**src/rtl/fbr_pkg.sv**
```systemverilog
// Shared types and constants for the seven-tap baseline removal block.
// Holds the transfer payload structs, tap weights and result queue sizing.
// No dependencies.
`timescale 1ns / 1ps

package fbr_pkg;

  localparam int SAMPLE_BITS = 16;
  localparam int OUT_BITS    = SAMPLE_BITS + 1;
  localparam int TAPS        = 7;
  localparam int HALF        = 3;
  localparam int MAX_RES     = 4;
  localparam int ACC_BITS    = SAMPLE_BITS + 8;
  localparam int SHIFT       = 7;
  localparam int CNT_BITS    = 3;
  localparam int NRES_BITS   = 3;

  // Result queue: room for two full bursts in flight beyond the stall mark
  localparam int QDEPTH      = 16;
  localparam int QADDR_BITS  = 4;
  localparam int QLVL_BITS   = QADDR_BITS + 1;
  localparam int QSTALL_MARK = QDEPTH - 2 * MAX_RES;

  localparam int WEIGHTS [TAPS] = '{2, 12, 30, 40, 30, 12, 2};

  typedef struct packed {
    logic signed [SAMPLE_BITS-1:0] sample;
    logic                          end_of_stream;
  } item_t;

  typedef struct packed {
    logic signed [OUT_BITS-1:0] corrected;
    logic                       is_final;
  } result_t;

endpackage

```
**src/rtl/fbr_queue.sv**
```systemverilog
// Result queue for the baseline removal block: takes up to four results a
// cycle and hands them out one per transfer. Depends on fbr_pkg.
`timescale 1ns / 1ps

module fbr_queue
  import fbr_pkg::*;
(
  input  logic                  clk,
  input  logic                  rst,
  input  logic [NRES_BITS-1:0]  wr_count,
  input  result_t               wr_data [MAX_RES],
  output logic [QLVL_BITS-1:0]  level,
  output logic                  result_valid,
  input  logic                  result_stall,
  output result_t               result
);

  result_t               mem [QDEPTH];
  logic [QADDR_BITS-1:0] wr_ptr;
  logic [QADDR_BITS-1:0] rd_ptr;
  logic                  pop;

  assign result_valid = (level != '0);
  assign pop          = result_valid && !result_stall;
  assign result       = mem[rd_ptr];

  // Store the burst at consecutive slots
  always_ff @(posedge clk) begin
    for (int i = 0; i < MAX_RES; i++) begin
      if (NRES_BITS'(i) < wr_count) begin
        mem[wr_ptr + QADDR_BITS'(i)] <= wr_data[i];
      end
    end
  end

  // Advance pointers and track fill level
  always_ff @(posedge clk) begin
    if (rst) begin
      wr_ptr <= '0;
      rd_ptr <= '0;
      level  <= '0;
    end else begin
      wr_ptr <= wr_ptr + QADDR_BITS'(wr_count);
      if (pop) begin
        rd_ptr <= rd_ptr + QADDR_BITS'(1);
      end
      level <= level + QLVL_BITS'(wr_count) - QLVL_BITS'(pop);
    end
  end

endmodule

```
**src/rtl/fir_baseline_removal.sv**
```systemverilog
// Top level of the seven-tap baseline removal block.
// Depends on fbr_pkg and fbr_queue.
`timescale 1ns / 1ps

// Accepts one signed sample per clock and returns each sample three positions
// later with a floored 2,12,30,40,30,12,2 / 128 baseline subtracted; the first
// and last three samples of a record pass through raw. A sample with
// end_of_stream flushes up to four results at once, the last one flagged
// is_final. The sample window shifts at the input transfer edge; the next edge
// forms the results and writes them into a 16-entry result queue, whose head
// is offered as the result. Sustained rate is one sample per cycle; the input
// stalls only when the result queue holds more than eight results, so flush
// bursts drain at one result per cycle while result_stall is low.

module fir_baseline_removal
  import fbr_pkg::*;
(
  input  logic    clk,
  input  logic    rst,
  input  logic    item_valid,
  output logic    item_stall,
  input  item_t   item,
  output logic    result_valid,
  input  logic    result_stall,
  output result_t result
);

  logic signed [SAMPLE_BITS-1:0] win [TAPS];
  logic [CNT_BITS-1:0]           cnt;
  logic                          restart;
  logic                          stg_valid;
  logic                          stg_last;
  logic                          take;

  logic signed [ACC_BITS-1:0]    acc;
  logic signed [OUT_BITS-1:0]    baseline;
  logic signed [OUT_BITS-1:0]    center;
  logic                          has_center;
  logic [1:0]                    pend;
  logic [NRES_BITS-1:0]          nres;
  logic [NRES_BITS-1:0]          wr_count;
  logic [2:0]                    idx;
  result_t                       ent [MAX_RES];
  logic [QLVL_BITS-1:0]          level;

  assign item_stall = (level > QLVL_BITS'(QSTALL_MARK));
  assign take       = item_valid && !item_stall;

  // Shift the sample window and count samples of the current record
  always_ff @(posedge clk) begin
    if (take) begin
      for (int k = TAPS - 1; k > 0; k--) begin
        win[k] <= win[k-1];
      end
      win[0] <= item.sample;
    end
  end

  always_ff @(posedge clk) begin
    if (rst) begin
      cnt       <= '0;
      restart   <= 1'b0;
      stg_valid <= 1'b0;
      stg_last  <= 1'b0;
    end else begin
      stg_valid <= take;
      if (take) begin
        stg_last <= item.end_of_stream;
        restart  <= item.end_of_stream;
        if (restart) begin
          cnt <= CNT_BITS'(1);
        end else if (cnt != CNT_BITS'(TAPS)) begin
          cnt <= cnt + CNT_BITS'(1);
        end
      end
    end
  end

  // Weighted baseline, floored by arithmetic shift, subtracted from the center
  always_comb begin
    acc = '0;
    for (int k = 0; k < TAPS; k++) begin
      acc = acc + ACC_BITS'(win[k]) * ACC_BITS'(WEIGHTS[k]);
    end
    baseline = acc[SHIFT +: OUT_BITS];
    if (cnt == CNT_BITS'(TAPS)) begin
      center = OUT_BITS'(win[HALF]) - baseline;
    end else begin
      center = OUT_BITS'(win[HALF]);
    end
  end

  // Form the burst: delayed center first, then raw flush of pending samples
  always_comb begin
    has_center = (cnt > CNT_BITS'(HALF));
    if (!stg_last) begin
      pend = '0;
    end else if (cnt < CNT_BITS'(HALF)) begin
      pend = cnt[1:0];
    end else begin
      pend = 2'(HALF);
    end
    nres     = NRES_BITS'(has_center) + NRES_BITS'(pend);
    wr_count = stg_valid ? nres : '0;
    idx      = '0;
    for (int j = 0; j < MAX_RES; j++) begin
      idx = 3'(pend) - 3'd1 - 3'(j) + 3'(has_center);
      if (has_center && (j == 0)) begin
        ent[j].corrected = center;
      end else begin
        ent[j].corrected = OUT_BITS'(win[idx]);
      end
      ent[j].is_final = stg_last && (NRES_BITS'(j) == nres - NRES_BITS'(1));
    end
  end

  fbr_queue u_queue (
    .clk          (clk),
    .rst          (rst),
    .wr_count     (wr_count),
    .wr_data      (ent),
    .level        (level),
    .result_valid (result_valid),
    .result_stall (result_stall),
    .result       (result)
  );

endmodule
```
**config.mk**
```make
export PLATFORM = sky130hd
export DESIGN_NAME = fir_baseline_removal
export DESIGN_NICKNAME = d
export VERILOG_FILES = /design/src/rtl/fbr_pkg.sv /design/src/rtl/fbr_queue.sv /design/src/rtl/fir_baseline_removal.sv
export SDC_FILE = /design/constraint.sdc
export NUM_CORES = 2
export LEC_CHECK = 0
export BUFFER_PORTS_ARGS = -buffer_cell sky130_fd_sc_hd__buf_2
export CAP_MARGIN = 10
export CORE_UTILIZATION = 25
export CTS_BUF_LIST = sky130_fd_sc_hd__clkbuf_4 sky130_fd_sc_hd__clkbuf_8
export CTS_CLUSTER_SIZE = 10
export DETAILED_ROUTE_END_ITERATION = 10
export MAX_ROUTING_LAYER = met4
export PLACE_DENSITY_LB_ADDON = 0.08
export SYNTH_ARGS = -nofsm -noshare
export SYNTH_HDL_FRONTEND = slang
export SYNTH_SLANG_ARGS = --single-unit
export TNS_END_PERCENT = 5
```
**constraint.sdc**
```tcl
create_clock -name clk -period 12.6 [get_ports clk]
set_input_delay 0 -clock clk [delete_from_list [all_inputs] [get_ports clk]]
set_output_delay 0 -clock clk [all_outputs]
set_load 0.05 [all_outputs]
```
==> results.json <==
{
  "status": "complete, no violations",
  "fin_nets": 4225,
  "tns_ps": 0,
  "drtIter0Drc": 2802,
  "drc": 0,
  "cts.sinks": 422,
  "io_buffers": 40,
  "syn_to_final_growth_pct": 13.8,
  "drv_slew": 0,
  "wirelength_um": 158000,
  "synth_area_per_cell_um2": 9.72,
  "period_minus_slack_ps": 10660,
  "antenna_found_initial": 3,
  "worstPathBufferInverterCount": 2,
  "min_to": "u_queue.rd_ptr[0]$_SDFFE_PP0P_",
  "htree_levels": 3,
  "syn-instance-count": 3791,
  "holdPathStages": 3,
  "drv_cap": 0,
  "num_vias": 30066,
  "antenna_left": 0,
  "rsz0062_at_grt": "no",
  "critPathTopFamily": "compound AO/OA/AOI/OAI gates",
  "rr_startpoint": "win[2][1]$_DFFE_PP_",
  "grt_max_degree": 75,
  "synthFlopType": "edfxtp_1",
  "die_y_um": 386,
  "initial_core_util_pct": 25.3,
  "startpoint_type": "register",
  "crit_path_max_fanout": 16,
  "firstDrtPassIters": 5,
  "wl_per_cell_um": 27.2,
  "clk-insertion-delay-late_ps": 850,
  "yosysUniqueCellTypes": 76,
  "critPathCaptureType": "register",
  "max_stage_delay_ps": 680,
  "grt_overflow": 0,
  "syn_nets": 4194,
  "synth-edff-count": 400,
  "r2r.worst_path.cells": 39,
  "chipWidth_um": 386,
  "cts_tree": "yes",
  "setup_viol": 0,
  "viasPerCell": 5.17,
  "cts.clk_slew.worst_paths_ps": 60,
  "fillCellCount": 15200,
  "gp_congestion": 0.863,
  "ys_seq_elements": 422,
  "hold_violations": 0,
  "final_cell_mix": "401 x nand2_1, 400 x edfxtp_1, 352 x nor2_1",
  "post-route-period-util_pct": 84.6,
  "layout-drive-gt1-share_pct": 14.4,
  "grt_pass1_vias": 29663,
  "hold_path.class": "in2reg",
  "worst_pin_slew_ps": 1130,
  "yosys_warnings": 0,
  "r2r_end": "u_queue.mem[10][17]$_DFFE_PP_",
  "dp_hpwl_um": 114000,
  "hold_start": "rst",
  "cts_buffer_depth": 3,
  "skew_ps": 55.1,
  "worstPathRequired_ps": 13140,
  "rrSetupSlack_ps": 1940,
  "syn_area_um2": 36900,
  "cts_resized": 0,
  "slew-limit-headroom_pct": 24.3,
  "coreArea_um2": 146000,
  "grt_pass1_wl_um": 229000,
  "cts_made_buffers": 93,
  "rows": 140,
  "io_pins": 41,
  "synth-async-reset-ratio_pct": 0,
  "critPathKind": "reg2reg",
  "critPathArrivalTime_ps": 11200,
  "cp_slowest_cell": "o41ai_1",
  "clock.fmax_mhz": 93.8,
  "grt.total_usage_pct": 22.1,
  "synth_seq_area_share_pct": 33.8,
  "root_buffer": "clkbuf_8",
  "die_area_um2": 149000,
  "final_common_cell": "nand2_1"
}
## logic make-up after synthesis
family | after synthesis | share of synthesized area [%]
AO/OA/AOI/OAI | 1078 | 18.5
XOR/XNOR | 127 | 3.07
adder cells (fa/ha/maj) | 382 | 16.3
buffers and inverters | 571 | 6.02
flip-flops | 422 | 33.8
multiplexers | 226 | 11.1
AND/OR/NAND/NOR | 985 | 11.3
## layer usage
layer / wire, um / up-vias / share of wire [%] / track usage, %
li1: - / 13939 / - / -
met1: 75800 / 14991 / 48 / 31.0
met2: 71700 / 952 / 45 / 33.9
met3: 8100 / 184 / 5.1 / 2.81
met4: 2730 / 0 / 1.7 / 4.52
met5: 0 / - / 0 / -
## cells in the mapped netlist, types with 81 or more instances
cell type	count	share of area (%)
o211ai_1	165	3.4
o21ai_0	265	3.6
a211oi_1	115	2.3
a21oi_1	289	3.9
inv_1	310	3.2
fa_1	163	8.9
ha_1	219	7.4
xnor2_1	81	1.9
nand2_1	401	4.1
nand3_1	97	1.3
nor2_1	356	3.6
clkbuf_1	197	2.0
edfxtp_1	400	33
mux4_2	141	8.6
## how the worst max path moves through the flow
stage	from	to	cells past startpoint
floorplan	win[2][1]$_DFFE_PP_	u_queue.mem[15][17]$_DFFE_PP_	40
global placement	win[2][1]$_DFFE_PP_	u_queue.mem[13][17]$_DFFE_PP_	39
detailed placement	win[2][1]$_DFFE_PP_	u_queue.mem[9][17]$_DFFE_PP_	39
CTS	win[2][1]$_DFFE_PP_	u_queue.mem[10][17]$_DFFE_PP_	39
global route	win[2][1]$_DFFE_PP_	u_queue.mem[10][17]$_DFFE_PP_	39
finish	win[2][1]$_DFFE_PP_	u_queue.mem[10][17]$_DFFE_PP_	39
## repair_timing
item                      in CTS  in global routing
hold endpoints to repair      38                  0
hold buffers                  38                  0
setup buffers                  0                  0
## registers in the layout, summed over array words and instances (netlist names), named ones only
| register | cells |
|---|---|
| u_queue.rd_ptr | 4 |
| win | 112 |
| stg_valid | 1 |
| u_queue.mem | 288 |
| u_queue.level | 5 |
| stg_last | 1 |
| u_queue.wr_ptr | 4 |
| cnt | 3 |
## stage by stage
step	worst slack [ps]	util [%]	cell area [um^2]	hold WS (ps)	instances
detailed placement	1910	27.1	39500	178	5606
CTS	1920	28.7	41900	144	5812
finish	1940	28.7	41900	198	5816
global placement	2010	27.1	39500	179	5606
global route	1130	28.7	41900	174	5816
floorplan	3400	-	36900	98.9	3791
## worst min-delay path: stages
cell and delay, ps:
dlygate4sd3_1 530, buf_2 300, nor2_1 150
## layout make-up
type	count	area (um^2)	area share [%]
Antenna cell	4	10.0	0.0239
Clock buffer	110	1410	3.36
Clock inverter	58	639	1.52
Inverter	310	1170	2.79
Multi-Input combinational cell	2798	22400	53.3
Sequential cell	422	12500	29.7
Tap cell	1917	2400	5.72
Timing Repair Buffer	197	1470	3.52
Power is left out: the tool's default activity adds up to more than one toggle a clock period on the data nets, which glitch-free logic cannot reach.
